File: config.mk
export PLATFORM = sky130hd
export DESIGN_NAME = logistic_map_note_sequencer_flat
export DESIGN_NICKNAME = d
export VERILOG_FILES = /design/src/sv/lmns_pkg.sv /design/src/sv/lmns_stream_if.sv /design/src/sv/lmns_serial_mul.sv /design/src/sv/logistic_map_note_sequencer.sv /design/src/flat_wrapper.sv
export SDC_FILE = /design/constraint.sdc
export NUM_CORES = 1
export LEC_CHECK = 0
export ABC_AREA = 1
export ABC_CLOCK_PERIOD_IN_PS = 4350
export BUFFER_PORTS_ARGS = -buffer_cell sky130_fd_sc_hd__buf_2
export CAP_MARGIN = 5
export CORE_UTILIZATION = 54
export DETAILED_ROUTE_END_ITERATION = 8
export PLACE_DENSITY = 0.82
export SLEW_MARGIN = 20
export SYNTH_ARGS = -nofsm -noshare
export SYNTH_HDL_FRONTEND = slang
export SYNTH_SLANG_ARGS = --single-unit
File: constraint.sdc
create_clock -name clk_i -period 4.35 [get_ports clk_i]
set_clock_uncertainty 0.15 [all_clocks]
set_input_delay 0.2175 -clock clk_i [delete_from_list [all_inputs] [get_ports clk_i]]
set_output_delay 0.2175 -clock clk_i [all_outputs]
set_load 0.05 [all_outputs]
File: src/sv/lmns_pkg.sv
// Shared types, constants and pitch tables of the note sequencer.
// No dependencies; the multiplier, sequencer, checker and bench take names from here by scope.
`timescale 1ns / 1ps
`default_nettype none

package lmns_pkg;

  localparam int unsigned FRAC_BITS  = 16;
  localparam int unsigned PERIOD_W   = 24;
  localparam int unsigned RATE_W     = FRAC_BITS + 2;
  localparam int unsigned SCALE_W    = 2;
  localparam int unsigned ELAPSED_W  = 16;
  localparam int unsigned PITCH_W    = 6;
  localparam int unsigned SLOT_W     = 4;
  localparam int unsigned NUM_SLOTS  = 14;
  localparam int unsigned CFG_IDX_W  = 2;
  localparam int unsigned CFG_DATA_W = PERIOD_W;

  localparam int unsigned MUL_A_W = RATE_W;
  localparam int unsigned MUL_B_W = FRAC_BITS + 1;
  localparam int unsigned PROD_W  = MUL_A_W + MUL_B_W;
  localparam int unsigned MUL_CNT_W = $clog2(MUL_B_W + 1);

  localparam logic [CFG_IDX_W-1:0] REG_BEAT_PERIOD  = 2'd0;
  localparam logic [CFG_IDX_W-1:0] REG_GROWTH_RATE  = 2'd1;
  localparam logic [CFG_IDX_W-1:0] REG_SCALE_SELECT = 2'd2;
  localparam logic [CFG_IDX_W-1:0] REG_CHAOS_SEED   = 2'd3;

  localparam logic [SCALE_W-1:0] SCALE_MAJOR      = 2'd0;
  localparam logic [SCALE_W-1:0] SCALE_LYDIAN     = 2'd1;
  localparam logic [SCALE_W-1:0] SCALE_MIXOLYDIAN = 2'd2;

  localparam logic [PERIOD_W-1:0]  BEAT_PERIOD_RST = 24'd500;
  localparam logic [RATE_W-1:0]    GROWTH_RATE_RST = 18'd242483;
  localparam logic [FRAC_BITS-1:0] CHAOS_SEED_RST  = 16'd32768;

  localparam logic [PITCH_W-1:0] PITCH_MAJOR [NUM_SLOTS] = '{
    6'd10, 6'd13, 6'd16, 6'd17, 6'd20, 6'd23, 6'd26,
    6'd27, 6'd30, 6'd33, 6'd36, 6'd39, 6'd40, 6'd40};
  localparam logic [PITCH_W-1:0] PITCH_LYDIAN [NUM_SLOTS] = '{
    6'd10, 6'd13, 6'd16, 6'd17, 6'd18, 6'd21, 6'd24,
    6'd27, 6'd30, 6'd33, 6'd36, 6'd39, 6'd40, 6'd40};
  localparam logic [PITCH_W-1:0] PITCH_MIXOLYDIAN [NUM_SLOTS] = '{
    6'd10, 6'd13, 6'd16, 6'd17, 6'd20, 6'd23, 6'd26,
    6'd27, 6'd30, 6'd33, 6'd36, 6'd37, 6'd40, 6'd40};

  typedef struct packed {
    logic [ELAPSED_W-1:0] elapsed;
  } in_word_t;

  typedef struct packed {
    logic               note_on;
    logic [PITCH_W-1:0] pitch_step;
    logic [SLOT_W-1:0]  note_slot;
  } out_word_t;

  typedef struct packed {
    logic               start;
    logic [MUL_A_W-1:0] a;
    logic [MUL_B_W-1:0] b;
  } mul_req_t;

  typedef struct packed {
    logic              done;
    logic [PROD_W-1:0] product;
  } mul_rsp_t;

  function automatic logic [PITCH_W-1:0] pitch_lookup(input logic [SCALE_W-1:0] scale,
                                                      input logic [SLOT_W-1:0] slot);
    logic [PITCH_W-1:0] p;
    case (scale)
      SCALE_LYDIAN:     p = PITCH_LYDIAN[slot];
      SCALE_MIXOLYDIAN: p = PITCH_MIXOLYDIAN[slot];
      default:          p = PITCH_MAJOR[slot];
    endcase
    return p;
  endfunction

endpackage

`default_nettype wire

File: src/sv/lmns_stream_if.sv
// Valid/ready stream channel carrying one word of a given payload type.
// Depends on nothing; payload types come from lmns_pkg at instantiation.
`timescale 1ns / 1ps
`default_nettype none

interface lmns_stream_if #(
  parameter type word_t = logic
);
  logic  valid;
  logic  ready;
  word_t data;

  modport source (output valid, output data, input ready);
  modport sink   (input valid, input data, output ready);
endinterface

`default_nettype wire

File: src/sv/lmns_serial_mul.sv
// Bit-serial shift-add multiplier: one multiplier bit per cycle.
// Depends on lmns_pkg for operand widths and the request/response structs.
`timescale 1ns / 1ps
`default_nettype none

module lmns_serial_mul (
  input  wire                logic clk_i,
  input  wire                logic rst_ni,
  input  lmns_pkg::mul_req_t req_i,
  output lmns_pkg::mul_rsp_t rsp_o
);

  logic [lmns_pkg::MUL_A_W-1:0]   a_q;
  logic [lmns_pkg::PROD_W-1:0]    p_q, p_d;
  logic [lmns_pkg::MUL_CNT_W-1:0] cnt_q;
  logic                           done_q;
  logic [lmns_pkg::MUL_A_W:0]     sum;

  always_comb begin
    sum = {1'b0, p_q[lmns_pkg::PROD_W-1 -: lmns_pkg::MUL_A_W]} +
          {1'b0, (p_q[0] ? a_q : {lmns_pkg::MUL_A_W{1'b0}})};
    p_d = {sum, p_q[lmns_pkg::MUL_B_W-1:1]};
  end

  always_ff @(posedge clk_i or negedge rst_ni) begin
    if (!rst_ni) begin
      cnt_q  <= '0;
      done_q <= 1'b0;
    end else if (req_i.start) begin
      cnt_q  <= lmns_pkg::MUL_CNT_W'(lmns_pkg::MUL_B_W);
      done_q <= 1'b0;
    end else if (cnt_q != '0) begin
      cnt_q  <= cnt_q - 1'b1;
      done_q <= (cnt_q == lmns_pkg::MUL_CNT_W'(1));
    end else begin
      done_q <= 1'b0;
    end
  end

  always_ff @(posedge clk_i) begin
    if (req_i.start) begin
      a_q <= req_i.a;
      p_q <= {{lmns_pkg::MUL_A_W{1'b0}}, req_i.b};
    end else if (cnt_q != '0) begin
      p_q <= p_d;
    end
  end

  assign rsp_o.done    = done_q;
  assign rsp_o.product = p_q;

endmodule

`default_nettype wire

File: src/sv/logistic_map_note_sequencer.sv
// Logistic-map note sequencer: beat accumulator, chaos update and pitch lookup.
// Depends on lmns_pkg, lmns_stream_if and lmns_serial_mul.
//
// Usage:
//   in_i carries one elapsed-time word per handshake; out_o carries note words
//   (note_on, pitch_step, note_slot). Configuration is a plain write port:
//   cfg_we_i with cfg_idx_i 0 beat period, 1 growth rate, 2 scale select,
//   3 chaos seed (which also reloads the chaos value). Write only while idle.
// Timing:
//   A word that causes neither a note-on nor a note-off leaves the sequencer
//   idle. A note-off word goes to the result register and then to the output
//   register. A word that crosses the beat runs the logistic map through two
//   passes of one shared bit-serial multiplier before its note-on goes the
//   same way. No new input word is taken until the result has been moved into
//   the output register.
// Reset:
//   Asynchronous, active low. Clears the accumulator and sounding flag, loads
//   the chaos value with 0.5 and the registers with their defaults.
// Stall:
//   A waiting output word holds in its register; the next input word is still
//   taken and worked, and its own result waits until the register frees.
`timescale 1ns / 1ps
`default_nettype none

module logistic_map_note_sequencer #(
  parameter int unsigned ACC_BITS = 24
) (
  input  wire logic                            clk_i,
  input  wire logic                            rst_ni,
  lmns_stream_if.sink                          in_i,
  lmns_stream_if.source                        out_o,
  input  wire logic                            cfg_we_i,
  input  wire logic [lmns_pkg::CFG_IDX_W-1:0]  cfg_idx_i,
  input  wire logic [lmns_pkg::CFG_DATA_W-1:0] cfg_data_i
);

  localparam int unsigned F     = lmns_pkg::FRAC_BITS;
  localparam int unsigned CMP_W = (ACC_BITS > lmns_pkg::PERIOD_W) ? ACC_BITS
                                                                  : lmns_pkg::PERIOD_W;

  typedef enum logic [3:0] {
    ST_IDLE = 4'b0001,
    ST_SQ   = 4'b0010,
    ST_RT   = 4'b0100,
    ST_EMIT = 4'b1000
  } state_e;

  state_e state_q, state_d;

  logic [lmns_pkg::PERIOD_W-1:0] period_q;
  logic [lmns_pkg::RATE_W-1:0]   rate_q;
  logic [lmns_pkg::SCALE_W-1:0]  scale_q;
  logic [F-1:0]                  chaos_q, chaos_d;
  logic [ACC_BITS-1:0]           acc_q, acc_d;
  logic                          sounding_q, sounding_d;

  lmns_pkg::out_word_t res_q, res_d;
  lmns_pkg::out_word_t out_data_q;
  logic                out_valid_q;

  lmns_pkg::mul_req_t mul_req;
  lmns_pkg::mul_rsp_t mul_rsp;

  logic                in_fire;
  logic                out_free;
  logic [ACC_BITS:0]   acc_sum;
  logic [ACC_BITS-1:0] acc_sat;
  logic                beat;
  logic [F:0]          one_minus_x;
  logic [F-1:0]        x_next;
  logic [F+3:0]        x_times14;
  logic [lmns_pkg::SLOT_W-1:0] slot;

  lmns_serial_mul u_mul (
    .clk_i  (clk_i),
    .rst_ni (rst_ni),
    .req_i  (mul_req),
    .rsp_o  (mul_rsp)
  );

  assign in_i.ready  = (state_q == ST_IDLE);
  assign in_fire     = in_i.valid && in_i.ready;
  assign out_free    = !out_valid_q || out_o.ready;
  assign out_o.valid = out_valid_q;
  assign out_o.data  = out_data_q;

  always_comb begin
    acc_sum     = {1'b0, acc_q} + (ACC_BITS + 1)'(in_i.data.elapsed);
    acc_sat     = acc_sum[ACC_BITS] ? {ACC_BITS{1'b1}} : acc_sum[ACC_BITS-1:0];
    beat        = CMP_W'(acc_sat) > CMP_W'(period_q);
    one_minus_x = {1'b1, {F{1'b0}}} - {1'b0, chaos_q};
    x_next      = (|mul_rsp.product[lmns_pkg::PROD_W-1:2*F]) ? {F{1'b1}}
                                                             : mul_rsp.product[2*F-1:F];
    x_times14   = {x_next, 4'b0000} - {3'b000, x_next, 1'b0};
    slot        = x_times14[F+3:F];
  end

  always_comb begin
    state_d     = state_q;
    acc_d       = acc_q;
    chaos_d     = chaos_q;
    sounding_d  = sounding_q;
    res_d       = res_q;
    mul_req     = '0;
    case (state_q)
      ST_IDLE: begin
        if (in_fire) begin
          if (beat) begin
            acc_d       = '0;
            sounding_d  = 1'b1;
            mul_req.start = 1'b1;
            mul_req.a   = lmns_pkg::MUL_A_W'(chaos_q);
            mul_req.b   = one_minus_x;
            state_d     = ST_SQ;
          end else begin
            acc_d = acc_sat;
            if (sounding_q) begin
              sounding_d = 1'b0;
              res_d      = '0;
              state_d    = ST_EMIT;
            end
          end
        end
      end
      ST_SQ: begin
        if (mul_rsp.done) begin
          mul_req.start = 1'b1;
          mul_req.a     = rate_q;
          mul_req.b     = lmns_pkg::MUL_B_W'(mul_rsp.product[2*F-1:F]);
          state_d       = ST_RT;
        end
      end
      ST_RT: begin
        if (mul_rsp.done) begin
          chaos_d          = x_next;
          res_d.note_on    = 1'b1;
          res_d.note_slot  = slot;
          res_d.pitch_step = lmns_pkg::pitch_lookup(scale_q, slot);
          state_d          = ST_EMIT;
        end
      end
      ST_EMIT: begin
        if (out_free) begin
          state_d = ST_IDLE;
        end
      end
      default: begin
        state_d = ST_IDLE;
      end
    endcase
    if (cfg_we_i && cfg_idx_i == lmns_pkg::REG_CHAOS_SEED) begin
      chaos_d = cfg_data_i[F-1:0];
    end
  end

  always_ff @(posedge clk_i or negedge rst_ni) begin
    if (!rst_ni) begin
      state_q    <= ST_IDLE;
      acc_q      <= '0;
      chaos_q    <= lmns_pkg::CHAOS_SEED_RST;
      sounding_q <= 1'b0;
      period_q   <= lmns_pkg::BEAT_PERIOD_RST;
      rate_q     <= lmns_pkg::GROWTH_RATE_RST;
      scale_q    <= lmns_pkg::SCALE_MAJOR;
      out_valid_q <= 1'b0;
    end else begin
      state_q    <= state_d;
      acc_q      <= acc_d;
      chaos_q    <= chaos_d;
      sounding_q <= sounding_d;
      if (cfg_we_i) begin
        case (cfg_idx_i)
          lmns_pkg::REG_BEAT_PERIOD:  period_q <= cfg_data_i;
          lmns_pkg::REG_GROWTH_RATE:  rate_q   <= cfg_data_i[lmns_pkg::RATE_W-1:0];
          lmns_pkg::REG_SCALE_SELECT: scale_q  <= cfg_data_i[lmns_pkg::SCALE_W-1:0];
          default: ;
        endcase
      end
      if (state_q == ST_EMIT && out_free) begin
        out_valid_q <= 1'b1;
      end else if (out_o.ready) begin
        out_valid_q <= 1'b0;
      end
    end
  end

  always_ff @(posedge clk_i) begin
    res_q <= res_d;
    if (state_q == ST_EMIT && out_free) begin
      out_data_q <= res_q;
    end
  end

endmodule

`default_nettype wire

File: src/flat_wrapper.sv
// flat-port wrapper written by rule: the top's interface ports become plain ports
module logistic_map_note_sequencer_flat 
#(
  parameter int unsigned ACC_BITS = 24
)
  (clk_i, rst_ni, cfg_we_i, cfg_idx_i, cfg_data_i, in_i_valid, in_i_data, in_i_ready, out_o_valid, out_o_data, out_o_ready);
  lmns_stream_if #(.word_t(lmns_pkg::in_word_t)) in_i_i ();
  lmns_stream_if #(.word_t(lmns_pkg::out_word_t)) out_o_i ();
  input  wire logic clk_i;
  input  wire logic rst_ni;
  input  wire logic cfg_we_i;
  input  wire logic [lmns_pkg::CFG_IDX_W-1:0] cfg_idx_i;
  input  wire logic [lmns_pkg::CFG_DATA_W-1:0] cfg_data_i;
  input wire logic [$bits(in_i_i.valid)-1:0] in_i_valid;
  input wire logic [$bits(in_i_i.data)-1:0] in_i_data;
  output wire logic [$bits(in_i_i.ready)-1:0] in_i_ready;
  output wire logic [$bits(out_o_i.valid)-1:0] out_o_valid;
  output wire logic [$bits(out_o_i.data)-1:0] out_o_data;
  input wire logic [$bits(out_o_i.ready)-1:0] out_o_ready;
  assign in_i_i.valid = in_i_valid;
  assign in_i_i.data = in_i_data;
  assign in_i_ready = in_i_i.ready;
  assign out_o_valid = out_o_i.valid;
  assign out_o_data = out_o_i.data;
  assign out_o_i.ready = out_o_ready;
  logistic_map_note_sequencer #(.ACC_BITS(ACC_BITS)) u_core (.clk_i(clk_i), .rst_ni(rst_ni), .in_i(in_i_i), .out_o(out_o_i), .cfg_we_i(cfg_we_i), .cfg_idx_i(cfg_idx_i), .cfg_data_i(cfg_data_i));
endmodule
# Word level (Yosys, flattened, before mapping)
# Memories as Yosys holds them, arrays and structs flattened.
# Cells that the tools add are included.
# totals
reg_bits	171
mem_bits_ro	288
inputBits	47
out_inout_bits	13
word_cells	106
mem_count	3
# op_classes
n_addsub	5
order_cmp	2
eq_ne	17
muxes	39
bitwise_logic	1
reduce_logical	20
# memory_table
memory	words	word_bits	read_ports	rd_clocked_by_memory_dff	write_ports	line_no	rtl
(no name shown)	16	6	1	0	0	lmns_pkg.sv:72	SCALE_LYDIAN: p = PITCH_LYDIAN[slot];
(no name shown)	16	6	1	0	0	lmns_pkg.sv:73	SCALE_MIXOLYDIAN: p = PITCH_MIXOLYDIAN[slot];
(no name shown)	16	6	1	0	0	lmns_pkg.sv:74	default: p = PITCH_MAJOR[slot];
# ops
operator	n
36-bit two-way mux	3
36-bit one-hot mux with 2 select lines	1
16-bit two-way mux	4
24-bit two-way mux	2
11-bit two-way mux	4
6-bit two-way mux	6
17-bit two-way mux	2
24-bit by 16-bit adder with 25-bit output	1
24-bit greater-than comparator	1
4-bit two-way mux	6
11-bit one-hot mux with 2 select lines	1
20-bit by 17-bit subtractor with 20-bit output	1
18-bit by 18-bit adder with 19-bit output	1
18-bit two-way mux	1
17-bit by 16-bit subtractor with 17-bit output, first input constant	1
4-bit one-hot mux with 4 select lines	1
6-bit one-hot mux with 2 select lines	1
5-bit two-way mux	2
2-bit inequality test, second input constant	5
2-bit AND reduction	5
5-bit AND reduction	2
2-bit nonzero test	5
2-bit equality test, second input constant	3
5-bit by 1-bit equality test with 1-bit output, second input constant	1
17 further kinds	24

# Logic depth before layout (Yosys ltp)
# Gate-level depths: netlist of the first run.
# logic_depth
ltp_word	10
mapped_depth	24
mapped_depth_nobuf	23

# Cells and area by module
# A second synthesis of the first run with hierarchy kept.
# hier_totals
hier_cells	1488
hier_area_um2	11330.9
# modules_own_cells
module	instances	cells_each	area_each_um2	seq_area_each_um2
logistic_map_note_sequencer	1	1052	7915.1	2936.6
lmns_serial_mul	1	436	3415.8	1561.5

# Worst setup path after synthesis of the first run
# Ideal clock, no wire load.
# synth_path
path_kind	register -> register
from	register u_core.acc_q[0]
to	register u_core.u_mul.p_q[0] (netlist name) (enable)
setup_ns	0.374
t_arrival_ns	3.695
required_time_ns	3.826
setup_slack_ns	0.131
stages_incl_launch_ff	23
path_buffers	1
period_less_slack_ns	4.219
path_cell_list	dfrtp_1 -> ha_1 -> fa_1 -> nand3_1 -> nand2_1 -> a21oi_1 -> o21ai_2 -> nand3_1 -> nand2_2 -> inv_2 -> buf_6 -> nand3_1 -> ha_1 -> nand2_1 -> nor2_1 -> nand4_1 -> nor4b_2 -> nand2_1 -> nand3_1 -> nand3_2 -> nand2_2 -> inv_1 -> nand2_1
# synth_via
elab_chain_len	7
# synth_lines
element	line_no	rtl
start, declared	logistic_map_note_sequencer.sv:54	logic [ACC_BITS-1:0] acc_q, acc_d;
start signal, assigned	logistic_map_note_sequencer.sv:159	acc_q <= '0;
start signal, assigned	logistic_map_note_sequencer.sv:168	acc_q <= acc_d;
24-bit by 16-bit adder with 25-bit output	logistic_map_note_sequencer.sv:88	acc_sum = {1'b0, acc_q} + (ACC_BITS + 1)'(in_i.data.elapsed);
24-bit two-way mux	logistic_map_note_sequencer.sv:89	acc_sat = acc_sum[ACC_BITS] ? {ACC_BITS{1'b1}} : acc_sum[ACC_BITS-1:0];
24-bit greater-than comparator	logistic_map_note_sequencer.sv:90	beat = CMP_W'(acc_sat) > CMP_W'(period_q);
36-bit two-way mux	logistic_map_note_sequencer.sv:108	if (beat) begin
36-bit two-way mux	logistic_map_note_sequencer.sv:107	if (in_fire) begin
36-bit one-hot mux with 2 select lines	logistic_map_note_sequencer.sv:105	case (state_q)
2-bit nonzero test (no line)	n/a	
end signal, assigned	lmns_serial_mul.sv:43	p_q <= {{lmns_pkg::MUL_A_W{1'b0}}, req_i.b};
end signal, assigned	lmns_serial_mul.sv:45	p_q <= p_d;
end, declared	lmns_serial_mul.sv:14	logic [lmns_pkg::PROD_W-1:0] p_q, p_d;
# No other way between the ends.
# A chain may end at the register's enable or synchronous reset.

# Final worst setup path of the first run
# layout_path
from	register u_core.acc_q[0]
to	register u_core.u_mul.p_q[5] (netlist name) (enable)
# Same word-level chain as after synthesis.

==> key figures, run 1 <==
Setup path
  – R2R setup slack: approximately 0.22 ns
  – R2R depth: 22
  – Worst path depth: 22
  – Worst Path Buf+Inv: 4
  – Family with the most delay on the worst path: simple AND/OR/NAND/NOR gates
  – Crit path DAT: around 4.2 ns
  – Critical Path Fanout Max: 8
  – CP startpoint kind: flip-flop
  – Required @ worst endpoint: about 4.4 ns
  – Worst path max stage delay: a little over 0.4 ns
  – Crit path cell chain: ha_2, fa_2, nand3_2, nand2_2, a21oi_4, o21ai_4, nand3_1, nand2_2, nor2_1, inv_1, ha_1, inv_1, o21bai_1, a221oi_1, o21ai_0, nand2_1, nand3_2, nand3_4, nand2_4, inv_4, nand2_4, clkbuf_16
  – R2R Path End: u_core.u_mul.p_q[5]
  – Crit. End Element: flip-flop
  – CP max stage cell: fa_2
  – Crit Path Class: flip-flop to flip-flop
  – RR Startpoint: u_core.acc_q[0]

Timing
  – Tmin final: slightly above 4 ns
  – Slew Limit Headroom: between 30% and 40%
  – Setup Viol. Count Final: 0
  – Final worst-path cycle share: between 90% and 100%
  – Maximum operating frequency: between 200 and 250 MHz
  – Final Max Tran Viols: 0
  – Slew @ Worst Pin: roughly 1.0 ns
  – Final hold vios: 0
  – Final WS setup: 0.215 ns

Floorplan
  – Initial core utilization: a little under three fifths
  – Die height: roughly 140 um
  – Die area: 20,700 um2
  – Boundary pin count: 60
  – Core region area: between 15,000 and 20,000 um2
  – Row count: 51
  – DIE WIDTH: between 100 and 150 um

Synth
  – Synth warn: 0
  – Ys flop type: dfrtp_1
  – Ys async rst share: around 56%
  – Mapped cell area: about 11,000 um2
  – Yosys top cell area share: ~18%
  – Most numerous cell in the Yosys netlist: nand2_1
  – Flops & latches, synth: roughly 170
  – Post-synth EDFFs: 57
  – Synth unique cells: 53
  – Dominant cell type by area after synthesis: dfrtp_1
  – Synth area leaders: dfrtp_1 18%, edfxtp_1 16%, nand2_1 12%
  – Average size of a mapped cell: 7.66 um2
  – Commonest cells post-synth: 362 x nand2_1, 185 x inv_1, 124 x nand3_1
  – Mapped Nets: about 1,600
  – Post-synthesis sequential area ratio: approximately 41%
  – Synthesized instance count: about 1,400

Clock tree
  – Htree depth: 4
  – Clk Latency, worst-skew pair: approximately 0.45 ns
  – Clock transition at path regs: around 0.07 ns
  – TritonCTS buffer count: 17
  – CTS tree: built
  – Clock Sinks: roughly 170
  – Clock Path Buffers: 2
  – Clock root buffer: clkbuf_16

Min path
  – Hold endpoint: u_core.period_q[0]
  – Worst min-delay path startpoint: cfg_data_i[0]
  – Hold Path Class: input pin to flip-flop
  – Hold depth: 3

Power and ir drop
  – Total design power: ~9300 uW
  – P_leak: about 0.006 uW
  – Comb pwr share: roughly 55%
  – Reg power frac: between 20% and 30%
  – Sw Share: around 47%
  – Internal: 4930 uW
  – Power per cell area: 740 nW/um2
  – Clock share of power: roughly 17%
  – Sw Pwr: roughly 4300 uW
  – Worst vdd ir: about 0.37 mV

Detailed routing
  – Router iterations before antenna repair: 6
  – DRC Markers: 0
  – Vias per cell: 5.57
  – DRT Wirelength: between 20 and 30 mm
  – Detail Route Antenna Nets: 0
  – Via count: about 10,000
  – WL/cell: about 16 um
  – Initial detailed-routing violation count: 944

Run status
  – Status: complete, no violations

Flow run
  – Max Cap Viol: 0

Global route
  – Overall Global Routing Usage: between 20% and 30%
  – Vias in the first global route: around 9,100
  – Grt total ovfl: 0
  – Initial antenna violation count: 0
  – First-pass GRT wire length: 45.1 mm
  – Largest net degree at the start of global routing: 68

Cells and area
  – N_diodes: 0
  – Layout cell share with drive strength beyond 1: between 10% and 20%
  – # nets final: around 1,600
  – Fill cells: around 1,600
  – Layout Area Growth over Synthesis: 15.1%

Placement
  – # port buffers: about 60
  – Post-DP HPWL: just over 20 mm
  – Routability cong.: between 0.9 and 1
  – Worst slack at placement: 0.0534 ns
==> stage by stage <==
step / instance area, um2 / hold WS, ns / instances / util, % / TNS (ns)
2_1_floorplan: 10900 / -0.228 / 1422 / - / 0
3_3_place_gp: 11500 / 0.228 / 1721 / 58.6 / 0
3_5_place_dp: 11500 / 0.241 / 1721 / 58.6 / 0
4_1_cts: 12300 / 0.0489 / 1778 / 63.0 / 0
5_1_grt: 12500 / 0.0527 / 1783 / 64.0 / -1.56
6_report: 12500 / 0.0518 / 1783 / 64.0 / 0
==> final cells by class <==
cell class,count,area [um2],area share (%)
inverter,188,719,5.74
timing repair inverter,2,12.5,0.0999
multi-input combinational,1025,5620,44.9
timing repair buffer,100,741,5.91
sequential,171,4500,35.9
tap,265,332,2.65
clock buffer,17,425,3.40
clock inverter,15,181,1.45
==> state kept, by name, indices dropped and copies added (netlist names) <==
register,flops
u_core.acc_q,24
u_core.chaos_q,16
u_core.out_o.data,11
u_core.out_o.valid,1
u_core.period_q,24
u_core.rate_q,18
u_core.res_q,11
u_core.scale_q,2
u_core.sounding_q,1
u_core.state_q,4
u_core.u_mul.a_q,18
u_core.u_mul.cnt_q,5
u_core.u_mul.done_q,1
u_core.u_mul.p_q,35
==> cell usage in the layout (no fill, tap or decap), types with 4 or more instances in the layout <==
| cell | netlist | layout |
|---|---|---|
| a21oi_2 | 4 | 4 |
| nor3_2 | 5 | 6 |
| edfxtp_1 | 57 | 57 |
| clkbuf_16 | 0 | 19 |
| o22ai_1 | 4 | 4 |
| o21ai_0 | 117 | 116 |
| nand2_1 | 362 | 359 |
| xor2_1 | 21 | 21 |
| nor3_1 | 17 | 16 |
| dfrtp_1 | 77 | 77 |
| nand3_2 | 4 | 7 |
| a21o_1 | 5 | 5 |
| buf_2 | 8 | 58 |
| ha_1 | 81 | 80 |
| a21oi_1 | 81 | 79 |
| nor2_1 | 112 | 110 |
| nand4_1 | 12 | 12 |
| nand2_4 | 3 | 5 |
| dlygate4sd3_1 | 0 | 25 |
| inv_6 | 0 | 6 |
| xnor2_1 | 7 | 7 |
| o21ai_1 | 17 | 18 |
| dfxtp_1 | 18 | 18 |
| inv_1 | 185 | 183 |
| or2_2 | 10 | 9 |
| nand2_2 | 4 | 5 |
| dfstp_2 | 19 | 19 |
| buf_4 | 3 | 12 |
| a211oi_1 | 5 | 5 |
| nor2_2 | 4 | 6 |
| nand3_1 | 124 | 120 |
==> power groups by stage <==
stage	clock (uW)	sequential, uW	combinational (uW)
floorplan	0	2550	3610
global placement	0	2590	4680
detailed placement	0	2620	4800
CTS	1600	2590	4880
global route	1660	2650	5710
finish	1590	2610	5070
==> kinds of logic after synthesis <==
logic type / count (synthesis) / synth area share [%]
buffers and inverters: 226 / 8.05
AND/OR/NAND/NOR: 668 / 26.7
flip-flops: 171 / 41.3
AO/OA/AOI/OAI: 246 / 12.0
XOR/XNOR: 28 / 2.25
adder cells (fa/ha/maj): 83 / 9.67
==> worst reg2reg max path, stage by stage, from the launching register on <==
cell and delay, ns:
dfrtp_1 0.38, ha_2 0.19, fa_2 0.41, nand3_2 0.09
nand2_2 0.08, a21oi_4 0.21, o21ai_4 0.11, nand3_1 0.11
nand2_2 0.15, nor2_1 0.26, inv_1 0.07, ha_1 0.29
inv_1 0.04, o21bai_1 0.14, a221oi_1 0.09, o21ai_0 0.27
nand2_1 0.11, nand3_2 0.12, nand3_4 0.13, nand2_4 0.13
inv_4 0.07, nand2_4 0.10, clkbuf_16 0.16
==> how the worst max path moves through the flow <==
stage                         start                   end
finish              u_core.acc_q[0]   u_core.u_mul.p_q[5]
global route        u_core.acc_q[0]   u_core.u_mul.p_q[7]
CTS                 u_core.acc_q[0]  u_core.u_mul.p_q[13]
detailed placement  u_core.acc_q[0]   u_core.u_mul.p_q[5]
global placement    u_core.acc_q[0]   u_core.u_mul.p_q[4]
floorplan           u_core.acc_q[0]   u_core.u_mul.p_q[0]
==> metal layers <==
metal / GRT usage, % / up-vias / routed length (um)
met2: 44.5 / 438 / 13000
met4: 11.1 / 0 / 800
li1: - / 4844 / -
met5: 0 / - / 0
met1: 38.9 / 4595 / 12300
met3: 4.70 / 57 / 2340
==> timing repair <==
item                                    CTS  global route
endpoints found under the hold margin   111             0
cloned                                    0             4
resized for setup                         1            29
pin swaps                                 0             8
buffers inserted                          0             1
hold buffers                             25             0
endpoints found under the setup margin   17           126
(Power assumes the default switching activity.)
==> run 2: changes to the inputs <==
- MAX_ROUTING_LAYER: default -> met4
==> run 2 against run 1 <==
Core utilization stayed put. Highest routed layer unchanged. Fmax is 0.88% lower. Cell count is 0.17% higher. Final area stayed put. Register-to-register slack worse by 0.04 ns.
==> key figures, run 2 (synthesis gave the netlist of run 1 again) <==
Detailed routing
  – Via count: about 10,000
  – DRC Markers: 0
  – Vias per cell: 5.54
  – DRT Wirelength: roughly 28 mm
  – Router iterations before antenna repair: 6
  – WL/cell: roughly 16 um
  – Initial detailed-routing violation count: 840
  – Detail Route Antenna Nets: 0

Power and ir drop
  – Clock share of power: roughly 17%
  – Sw Pwr: 4300 uW
  – Sw Share: between 40 and 50%
  – Reg power frac: between 20% and 30%
  – Worst vdd ir: approximately 0.36 mV
  – Comb pwr share: a little under three fifths
  – Internal: slightly below 5000 uW
  – P_leak: around 0.006 uW
  – Power per cell area: 735 nW/um2

Setup path
  – Crit. End Element: flip-flop
  – CP startpoint kind: flip-flop
  – Critical Path Fanout Max: 8
  – Crit Path Class: flip-flop to flip-flop
  – Required @ worst endpoint: around 4.4 ns
  – Crit path DAT: around 4.2 ns

Clock tree
  – CTS tree: built
  – Clk Latency, worst-skew pair: between 0.4 and 0.5 ns
  – Clock Path Buffers: 2
  – Clock Sinks: approximately 170
  – TritonCTS buffer count: 17
  – Htree depth: 4
  – Clock root buffer: clkbuf_16
  – Clock transition at path regs: roughly 0.070 ns

Run status
  – Status: complete, no violations

Global route
  – Vias in the first global route: a little over 9,000
  – Overall Global Routing Usage: around 29%
  – Grt total ovfl: 0
  – Largest net degree at the start of global routing: 67
  – First-pass GRT wire length: between 40 and 50 mm
  – Initial antenna violation count: 0

Cells and area
  – Fin util: a little under two thirds
  – # nets final: between 1,500 and 2,000
  – Commonest non-fill, non-tap cell in the layout: nand2_1
  – Commonest non-fill, non-tap cells in the layout: 359 x nand2_1, 183 x inv_1, 120 x nand3_1
  – Layout Area Growth over Synthesis: 15.1%
  – Layout cell share with drive strength beyond 1: between 10% and 20%
  – N_diodes: 0
  – Non-Filler Instances: 1,786
  – Largest Register: u_core.u_mul.p_q
  – Max FFs per register: 35
  – Top flop regs: u_core.u_mul.p_q x35, u_core.acc_q x24, u_core.period_q x24

Flow run
  – Max Cap Viol: 0

Timing
  – Final worst-path cycle share: roughly 96%
  – Post-Route Setup TNS: 0 ns
  – Tmin final: about 4.2 ns
  – Setup Viol. Count Final: 0
  – Slew Limit Headroom: between 30% and 40%
  – Maximum operating frequency: 240 MHz
  – Slew @ Worst Pin: roughly 1.0 ns
  – Final Max Tran Viols: 0
  – Hold slack final: between 0.06 and 0.07 ns
  – Final hold vios: 0

Placement
  – Placed Cells: around 1,700
  – # port buffers: between 50 and 60
  – Post-DP HPWL: about 21 mm
  – Routability cong.: about 0.96

Floorplan
  – Core region area: 19,600 um2
  – Initial core utilization: between 50 and 60%
  – Boundary pin count: 60
  – Die height: between 100 and 150 um
  – Die area: approximately 21,000 um2
  – Row count: 51
  – DIE WIDTH: roughly 140 um

Min path
  – Hold Path Class: input pin to flip-flop
==> run 2: critical path, stage by stage (launching register included) <==
cell and delay, ns:
dfrtp_1 0.39, ha_2 0.20, fa_2 0.40, nand3_2 0.08, nand2_2 0.08, a21oi_2 0.20
o21ai_2 0.12, a21oi_2 0.19, or2_4 0.14, nand2_1 0.04, nand2_1 0.08, nand3_2 0.08
ha_1 0.29, nand2_1 0.07, nor2_2 0.10, nand4_1 0.15, nor4b_2 0.32, nand2_1 0.10
nand3_2 0.12, nand3_4 0.13, nand2_4 0.13, inv_4 0.07, nand2_4 0.09, clkbuf_16 0.16
==> run 2: through the flow <==
stage	cell area [um2]	worst slack, ns	power (uW)
after floorplan	10900	0.131	6160
after global placement	11500	0.154	7290
final	12500	0.179	9200
after CTS	12400	0.0376	9040
after global routing	12500	-0.0500	9980
after detailed placement	11500	0.0225	7440
==> run 2: layout make-up <==
cell class / instances / area, um2
timing repair inverter: 1 / 7.51
timing repair buffer: 104 / 771
inverter: 188 / 719
tap: 265 / 332
clock inverter: 9 / 75.1
fill: 1654 / 7060
sequential: 171 / 4500
multi-input combinational: 1025 / 5590
clock buffer: 23 / 533
==> run 2: what timing repair did <==
item                                    4_1_cts  5_1_grt
pin swaps                                     0        9
gates cloned                                  0        3
hold endpoints to repair                    109        0
gates resized for setup                       1       25
setup buffers                                 0        4
hold buffers                                 25        0
endpoints found under the setup margin       17      125
==> run 2: final timing paths <==
| path | start | to | slack [ns] | cells after the start |
|---|---|---|---|---|
| min in group asynchronous | rst_ni | u_core.u_mul.done_q | 0.28 | 2 |
| setup reg to reg | u_core.acc_q[0] | u_core.u_mul.p_q[16] | 0.18 | 23 |
| hold / removal | cfg_data_i[0] | u_core.rate_q[0] | 0.06 | 3 |
| max in group asynchronous | rst_ni | u_core.rate_q[15] | 2.77 | 3 |
| hold reg to reg | u_core.res_q[4] | u_core.out_o.data[4] | 0.27 | 0 |
| setup / recovery | u_core.acc_q[0] | u_core.u_mul.p_q[16] | 0.18 | 23 |
==> run 2: power by group through the flow <==
stage	combinational [uW]	sequential [uW]	clock, uW
global placement	4700	2590	0
global route	5720	2650	1610
floorplan	3610	2550	0
detailed placement	4820	2610	0
finish	5060	2600	1540
CTS	4900	2590	1550
==> run 2: routing by layer <==
layer / GRT usage (%) / wire, um
met2: 44.1 / 13000
met3: 5.43 / 2030
met5: - / 0
met1: 39.1 / 12600
met4: 9.07 / 805
